--- config.mk ---
export PLATFORM = sky130hd
export DESIGN_NAME = planar_transform_accumulator
export DESIGN_NICKNAME = d
export VERILOG_FILES = /design/src/sv/pta_pkg.sv /design/src/sv/pta_core.sv /design/src/sv/planar_transform_accumulator.sv
export SDC_FILE = /design/constraint.sdc
export NUM_CORES = 2
export LEC_CHECK = 0
export ABC_AREA = 1
export BUFFER_PORTS_ARGS = -buffer_cell sky130_fd_sc_hd__buf_2
export CAP_MARGIN = 20
export CORE_ASPECT_RATIO = 1.1
export CORE_UTILIZATION = 30
export CTS_CLUSTER_SIZE = 14
export DETAILED_ROUTE_END_ITERATION = 10
export HOLD_SLACK_MARGIN = 0.03
export SETUP_SLACK_MARGIN = 0.2
export SLEW_MARGIN = 20
export SYNTH_ARGS = -nofsm -noshare
export SYNTH_HDL_FRONTEND = slang
export SYNTH_SLANG_ARGS = --single-unit
--- constraint.sdc ---
create_clock -name clk -period 13.6 [get_ports clk]
set_clock_uncertainty 0.15 [all_clocks]
set_input_delay 2.72 -clock clk [delete_from_list [all_inputs] [get_ports clk]]
set_output_delay 2.72 -clock clk [all_outputs]
set_load 0.01 [all_outputs]
--- src/sv/pta_pkg.sv ---
`default_nettype none

package pta_pkg;

  localparam int FRAC_BITS_DEFAULT = 8;
  localparam int DATA_W = 16;
  localparam int PROD_W = 2 * DATA_W;
  localparam int SUM_W = PROD_W + 2;
  localparam int SAT_MAX = 32767;
  localparam int SAT_MIN = -32768;

  typedef enum logic [1:0] {
    OP_CLEAR,
    OP_ROTATE,
    OP_SCALE,
    OP_TRANSFORM
  } opcode_t;

  typedef enum logic [1:0] {
    QT_0,
    QT_90,
    QT_180,
    QT_270
  } qturn_t;

  typedef struct packed {
    opcode_t op;
    qturn_t qt;
    logic signed [DATA_W-1:0] a;
    logic signed [DATA_W-1:0] b;
  } cmd_t;

  typedef struct packed {
    logic signed [DATA_W-1:0] x;
    logic signed [DATA_W-1:0] y;
    logic clip;
  } res_t;

  function automatic logic sat_ovf(input logic signed [SUM_W-1:0] v);
    sat_ovf = (v > SAT_MAX) || (v < SAT_MIN);
  endfunction

  function automatic logic signed [DATA_W-1:0] sat16(input logic signed [SUM_W-1:0] v);
    if (v > SAT_MAX) begin
      sat16 = DATA_W'(SAT_MAX);
    end else if (v < SAT_MIN) begin
      sat16 = DATA_W'(SAT_MIN);
    end else begin
      sat16 = v[DATA_W-1:0];
    end
  endfunction

  // Negation that saturates the most negative value.
  function automatic logic signed [DATA_W-1:0] neg_sat(input logic signed [DATA_W-1:0] v);
    if (v == DATA_W'(SAT_MIN)) begin
      neg_sat = DATA_W'(SAT_MAX);
    end else begin
      neg_sat = -v;
    end
  endfunction

endpackage

`default_nettype wire

--- src/sv/pta_core.sv ---
`default_nettype none

module pta_core #(
  parameter int FRAC_BITS = pta_pkg::FRAC_BITS_DEFAULT
) (
  input  wire logic           clk,
  input  wire logic           rst,
  input  wire logic           cmd_valid,
  input  wire pta_pkg::cmd_t  cmd,
  output pta_pkg::res_t       res
);

  localparam int DataW = pta_pkg::DATA_W;
  localparam int ProdW = pta_pkg::PROD_W;
  localparam int SumW = pta_pkg::SUM_W;
  localparam int UnitRaw = 1 << FRAC_BITS;
  localparam int UnitInt = (UnitRaw > pta_pkg::SAT_MAX) ? pta_pkg::SAT_MAX : UnitRaw;
  localparam int HalfInt = 1 << (FRAC_BITS - 1);

  logic signed [DataW-1:0] unit_val;
  logic signed [DataW-1:0] mat [4];
  logic signed [DataW-1:0] mat_next [4];
  logic signed [DataW-1:0] mul_op [4];
  logic signed [ProdW-1:0] prod [4];
  logic signed [SumW-1:0]  rnd [4];
  logic signed [SumW-1:0]  rnd_x;
  logic signed [SumW-1:0]  rnd_y;
  logic                    is_scale;

  assign unit_val = DataW'(UnitInt);
  assign is_scale = (cmd.op == pta_pkg::OP_SCALE);

  always_comb begin
    mul_op[0] = cmd.a;
    mul_op[1] = is_scale ? cmd.a : cmd.b;
    mul_op[2] = is_scale ? cmd.b : cmd.a;
    mul_op[3] = cmd.b;
    for (int i = 0; i < 4; i++) begin
      prod[i] = ProdW'(mat[i]) * ProdW'(mul_op[i]);
      rnd[i] = (SumW'(prod[i]) + SumW'(HalfInt)) >>> FRAC_BITS;
    end
    rnd_x = (SumW'(prod[0]) + SumW'(prod[1]) + SumW'(HalfInt)) >>> FRAC_BITS;
    rnd_y = (SumW'(prod[2]) + SumW'(prod[3]) + SumW'(HalfInt)) >>> FRAC_BITS;
  end

  always_comb begin
    res.x = pta_pkg::sat16(rnd_x);
    res.y = pta_pkg::sat16(rnd_y);
    res.clip = pta_pkg::sat_ovf(rnd_x) | pta_pkg::sat_ovf(rnd_y);
  end

  always_comb begin
    mat_next = mat;
    case (cmd.op)
      pta_pkg::OP_CLEAR: begin
        mat_next[0] = unit_val;
        mat_next[1] = '0;
        mat_next[2] = '0;
        mat_next[3] = unit_val;
      end
      pta_pkg::OP_ROTATE: begin
        case (cmd.qt)
          pta_pkg::QT_90: begin
            mat_next[0] = mat[2];
            mat_next[1] = mat[3];
            mat_next[2] = pta_pkg::neg_sat(mat[0]);
            mat_next[3] = pta_pkg::neg_sat(mat[1]);
          end
          pta_pkg::QT_180: begin
            for (int i = 0; i < 4; i++) begin
              mat_next[i] = pta_pkg::neg_sat(mat[i]);
            end
          end
          pta_pkg::QT_270: begin
            mat_next[0] = pta_pkg::neg_sat(mat[2]);
            mat_next[1] = pta_pkg::neg_sat(mat[3]);
            mat_next[2] = mat[0];
            mat_next[3] = mat[1];
          end
          default: begin
            mat_next = mat;
          end
        endcase
      end
      pta_pkg::OP_SCALE: begin
        for (int i = 0; i < 4; i++) begin
          mat_next[i] = pta_pkg::sat16(rnd[i]);
        end
      end
      default: begin
        mat_next = mat;
      end
    endcase
  end

  always_ff @(posedge clk) begin
    if (rst) begin
      mat[0] <= unit_val;
      mat[1] <= '0;
      mat[2] <= '0;
      mat[3] <= unit_val;
    end else if (cmd_valid) begin
      mat <= mat_next;
    end
  end

  a_reset_identity: assert property (@(posedge clk)
    rst |=> (mat[0] == unit_val) && (mat[1] == '0) && (mat[2] == '0) && (mat[3] == unit_val))
    else $error("Matrix is not identity after reset.");

  a_clear_identity: assert property (@(posedge clk) disable iff (rst)
    cmd_valid && (cmd.op == pta_pkg::OP_CLEAR)
      |=> (mat[0] == unit_val) && (mat[1] == '0) && (mat[2] == '0) && (mat[3] == unit_val))
    else $error("Clear did not load the identity.");

  a_transform_keeps_matrix: assert property (@(posedge clk) disable iff (rst)
    cmd_valid && (cmd.op == pta_pkg::OP_TRANSFORM)
      |=> $stable(mat[0]) && $stable(mat[1]) && $stable(mat[2]) && $stable(mat[3]))
    else $error("Transform changed the matrix.");

endmodule

`default_nettype wire

--- src/sv/planar_transform_accumulator.sv ---
// Planar transform accumulator: keeps a 2x2 fixed-point matrix and applies it.
// The slave channel takes one command word per cycle while s_tready is high:
// s_tuser is the opcode (clear, rotate, scale, transform) and s_tdata carries
// the rotation code and the two operands. Clear, rotate and scale update the
// matrix and give no word on the master channel; transform gives one word with
// the rounded, saturated point on m_tdata and the saturation flag on m_tuser.
// A command word sits in an input register, where four parallel 16x16
// multipliers with rounding and saturation compute the matrix update or the
// transformed point; the point goes to an output register, which drives the
// master channel. Throughput is one word per cycle while the receiver does not
// stall, and commands that update the matrix take effect for the word right
// behind them.
// When the receiver stalls, the result waits in the output register and the
// next word waits in the input register, so at most two words are held before
// s_tready drops; matrix-update words keep flowing while the result waits.
// Reset loads the identity matrix and empties both registers.
`default_nettype none

module planar_transform_accumulator #(
  parameter int FRAC_BITS = pta_pkg::FRAC_BITS_DEFAULT
) (
  input  wire logic        clk,
  input  wire logic        rst,
  input  wire logic        s_tvalid,
  output logic             s_tready,
  input  wire logic [39:0] s_tdata,   // quarter_turns[1:0], operand_a[17:2], operand_b[33:18]
  input  wire logic [1:0]  s_tuser,   // opcode[1:0]
  output logic             m_tvalid,
  input  wire logic        m_tready,
  output logic [31:0]      m_tdata,   // out_x[15:0], out_y[31:16]
  output logic             m_tuser    // clipped[0]
);

  logic           in_valid;
  pta_pkg::cmd_t  in_cmd;
  pta_pkg::cmd_t  s_cmd;
  pta_pkg::res_t  res;
  logic           out_free;
  logic           fire;
  logic           fire_xform;

  always_comb begin
    s_cmd.op = pta_pkg::opcode_t'(s_tuser);
    s_cmd.qt = pta_pkg::qturn_t'(s_tdata[1:0]);
    s_cmd.a  = s_tdata[17:2];
    s_cmd.b  = s_tdata[33:18];
  end

  assign out_free   = !m_tvalid || m_tready;
  assign fire       = in_valid && ((in_cmd.op != pta_pkg::OP_TRANSFORM) || out_free);
  assign fire_xform = fire && (in_cmd.op == pta_pkg::OP_TRANSFORM);
  assign s_tready   = !in_valid || fire;

  pta_core #(
    .FRAC_BITS(FRAC_BITS)
  ) u_core (
    .clk(clk),
    .rst(rst),
    .cmd_valid(fire),
    .cmd(in_cmd),
    .res(res)
  );

  always_ff @(posedge clk) begin
    if (rst) begin
      in_valid <= 1'b0;
      m_tvalid <= 1'b0;
    end else begin
      if (s_tready) begin
        in_valid <= s_tvalid;
      end
      if (fire_xform) begin
        m_tvalid <= 1'b1;
      end else if (m_tready) begin
        m_tvalid <= 1'b0;
      end
    end
  end

  always_ff @(posedge clk) begin
    if (s_tvalid && s_tready) begin
      in_cmd <= s_cmd;
    end
    if (fire_xform) begin
      m_tdata <= {res.y, res.x};
      m_tuser <= res.clip;
    end
  end

  a_update_never_waits: assert property (@(posedge clk) disable iff (rst)
    in_valid && (in_cmd.op != pta_pkg::OP_TRANSFORM) |-> fire)
    else $error("A matrix update word was held.");

  a_transform_reaches_output: assert property (@(posedge clk) disable iff (rst)
    fire_xform |=> m_tvalid)
    else $error("A transform result was lost.");

  a_stall_only_when_full: assert property (@(posedge clk) disable iff (rst)
    !s_tready |-> in_valid && m_tvalid && !m_tready)
    else $error("Input stalled while there was room.");

endmodule

`default_nettype wire
==> results.md <==
Run status:
- The run finished with clean final reports.

Power:
- In this run the power density over the cells is 125.1 nW/µm².
- The internal power of the cells totals 3.054 mW.
- The total leakage power is about 34 nW.
- The clock group share of total power is around 7%.
- The switching part of the total is between 60% and 70%.
- Across the VDD grid, the largest voltage drop is 0.1731 mV.
- The share of total power dissipated in sequential elements is around 7.5%.
- The net switching power figure is ~4.8 mW.
- In this run, the combinational gates consume 85.6% of the power.

Hold path:
- Along the worst hold path, the cell count comes to 2.
- The class of the worst hold path is reg -> reg.

Setup path:
- In this design, the stage delay of the slowest critical-path cell is 770 ps.
- The startpoint class of the critical path is a register.
- On the critical path, the stage with the largest delay is an instance of fa_1.
- The top cell family by delay on the critical path is adder cells.
- Data on the critical path arrives at its endpoint at 12180 ps.
- The kind of critical path is reg -> reg.
- The sort of element at the end of the critical path is a register.
- The total buffers and inverters traversed by the critical path is 5.
- For the worst setup path, the data required time is 13800 ps.
- The largest fanout on the critical path is 19.
- The worst register-to-register path has a depth of 36.
- The critical path runs through a total of 36 cells.

Flow run:
- Max-cap violations in this run came to 0.

Logic synthesis:
- The synthesized net count is 9867.
- Counting flops and latches in the post-synthesis netlist gives around 140.
- Counting every instance in the synthesized netlist gives about 8300.
- The number of distinct library cells after synthesis is 62.
- The warning count from the yosys run is 0.
- After synthesis the cells add up to 58890 µm².
- In the synthesized netlist the dominant register cell turns out to be edfxtp_1.
- The synthesized design contains 69 enable-type register cells.
- The share of synthesized flip-flops with an asynchronous set or reset is 0%.
- The fraction of the yosys area taken by sequential cells is 5.762%.
- The mean instance size in the synthesized netlist is between 7 and 8 µm².

Placed design:
- The number of placed instances with taps included is 10770.
- Routability-driven placement finished with a final weighted congestion of 0.9534.
- The number of port buffers is 74.
- The placed instances occupy a cell area of slightly above 60000 µm².
- The total half-perimeter wirelength after legalization and detailed placement is roughly 160 mm.

Die:
- The number of placement rows is 170.
- For this configuration, the core starts out at a cell density of between 30% and 40%.
- The standard cell core area is 195100 µm².
- The x dimension of the die is 424.4 µm.
- The I/O pin count is 81.
- The die footprint is between 150000 and 200000 µm².
- The die is 466.7 µm tall.

CTS:
- For the worst-skew pair, the clock arrives at the later sink with an insertion delay of 540 ps.
- The clock sink count is 135.
- The H-tree was split into 4 levels.
- In this run, CTS created clock tree buffers numbering 17.
- The post-CTS setup-driven buffer insertion count is 0.
- The root buffer selected by CTS is clkbuf_16.
- The number of instances resized during post-cts repair is 0.
- The clock transition time at the flip-flop clock pins of the worst setup and hold paths is 70 ps.
- The post-cts hold buffer count is 0.
- The clock tree from TritonCTS is yes.
- In this run the deepest clock path goes through 2 buffers.

Layout:
- Leaving out fill and tap cells, the most frequent cells in the layout are nand2_1 (2150), inv_1 (1967), fa_1 (1048), nor2_1 (675), ha_1 (461).
- The layout overhead on the synthesized area is 6.472%.
- The fraction of final layout cells sized beyond drive strength 1 is around 4.6%.
- The utilization after layout is 32.15%.
- The most frequent standard cell in the layout excluding fill and tap cells is nand2_1.
- The area of all placed cells without fillers is 62700 µm².
- The finished layout holds around 11000 standard cells, fillers aside.
- The net count of the finished layout is ~10000.

Drt:
- The number of vias after detailed routing is 51640.
- The first detailed-routing pass ran for 7 iterations.
- After detailed routing, the number of vias per cell comes to 4.779.
- The number of routed nets with antenna violations is 0.
- The number of remaining DRC errors is 0.
- The wire length per cell after detailed routing is 17.14 µm.
- The wire length reported by the detailed router is 185.3 mm.
- The number of DRC markers after the initial detailed-route iteration is 3574.

Global routing:
- The number of antenna violations at the first check in global routing is 1.
- The total global routing track utilization is a little under a fifth.
- Entering global routing, the biggest net connects 67 pins.
- The via count of the first global-routing pass was 53820.
- The global-route wire length before repair is 297.3 mm.
- For this run the aggregate overflow at the end of global routing stands at 0.

Timing:
- The worst relative slew slack is 27.52%.
- Static timing analysis puts the maximum clock frequency at 83.46 MHz.
- The final critical delay including setup and external delays is 11980 ps.
- The total of endpoints with negative setup slack in the final report is 0.
- The transition time of the tightest slew-check pin is approximately 1100 ps.
- The final count of pins violating max slew is 0.
- The final clock period utilization by the worst path is 88.10%.
- The final-report hold violation count is 0.
- Setup repair after global routing left no endpoint under its margin.
- The total negative setup slack is 0 ps.
cells by family (layout without fill, tap and decap cells):
family                     Yosys count  after routing  share of synthesized area, %
other                                0              1                             0
adders and majority gates         1512           1512                         45.48
and+or+nand+nor                   3524           3524                         24.92
xor gates and xnor gates           183            183                         2.875
buffers and inverters             2302           2217                         14.80
AOI/OAI and AO/OA                  653            653                         6.159
DFF                                135            135                         5.762
synth_stat cells (35+ instances only):
| cell type | count | area, µm² |
|---|---|---|
| a21oi_1 | 306 | 1531 |
| clkbuf_1 | 229 | 859.6 |
| dfxtp_1 | 66 | 1321 |
| edfxtp_1 | 69 | 2072 |
| fa_1 | 1048 | 20980 |
| ha_1 | 464 | 5806 |
| inv_1 | 1967 | 7383 |
| nand2_1 | 2150 | 8070 |
| nand2_2 | 36 | 225.2 |
| nand3_1 | 331 | 1657 |
| nand4_1 | 135 | 844.6 |
| nor2_1 | 679 | 2549 |
| nor3_1 | 52 | 260.3 |
| o211ai_1 | 42 | 315.3 |
| o21ai_0 | 187 | 935.9 |
| or2_2 | 35 | 219.0 |
| xnor2_1 | 53 | 464.2 |
| xor2_1 | 121 | 1060 |
power groups by stage:
stage,logic (mW),registers [mW],clock network [mW]
global route,7.58,0.592,0.570
global placement,6.64,0.596,0
floorplan,4.77,0.578,0
finish,6.71,0.589,0.544
CTS,6.71,0.588,0.557
detailed placement,6.65,0.596,0
routing by layer:
layer	share of wire, %	wire length, µm	GRT usage [%]
met2	48	89650	33.25
met3	5.0	9259	2.376
met1	42	77440	23.34
met4	4.8	8902	8.374
met5	0	0	0
area by class of cell:
class,count,area (µm²)
fillers,21060,132300
well taps,2580,3228
multi-input cells,5872,46820
clock inverters,12,198.9
inverters,2024,7597
repair buffers,161,1023
clock buffers,20,436.7
flip-flops and latches,135,3393
diodes,1,2.502
path summary, 6_finish.rpt:
| check | slack, ps | end | from |
|---|---|---|---|
| worst min register to register | 420 | u_core.mat[59] | u_core.mat[59] |
| worst max register to register | 1620 | m_tdata[14] | in_cmd[34] |
| worst max-delay path | 1620 | m_tdata[14] | in_cmd[34] |
| worst min-delay path | 420 | u_core.mat[59] | u_core.mat[59] |
stage by stage:
stage          hold WS [ps]  worst slack (ps)  total power [mW]
3_5_place_dp          404.6              1786             7.244
2_1_floorplan         320.2              4613             5.348
6_report              418.6              1619             7.844
3_3_place_gp          395.9              1880             7.235
5_1_grt               461.2             814.1             8.738
4_1_cts               416.9              1742             7.856
registers in the layout, indices dropped and copies added, names as in the netlist:
name / cells
m_tdata: 32
u_core.mat: 64
m_tuser: 1
m_tvalid: 1
in_cmd: 36
in_valid: 1
worst min-delay path, stage by stage, from the launching register on:
cell,delay [ps]
dfxtp_1,370
nand2_1,90
a21oi_1,60
No activity file was read; power rests on OpenSTA's default activity.
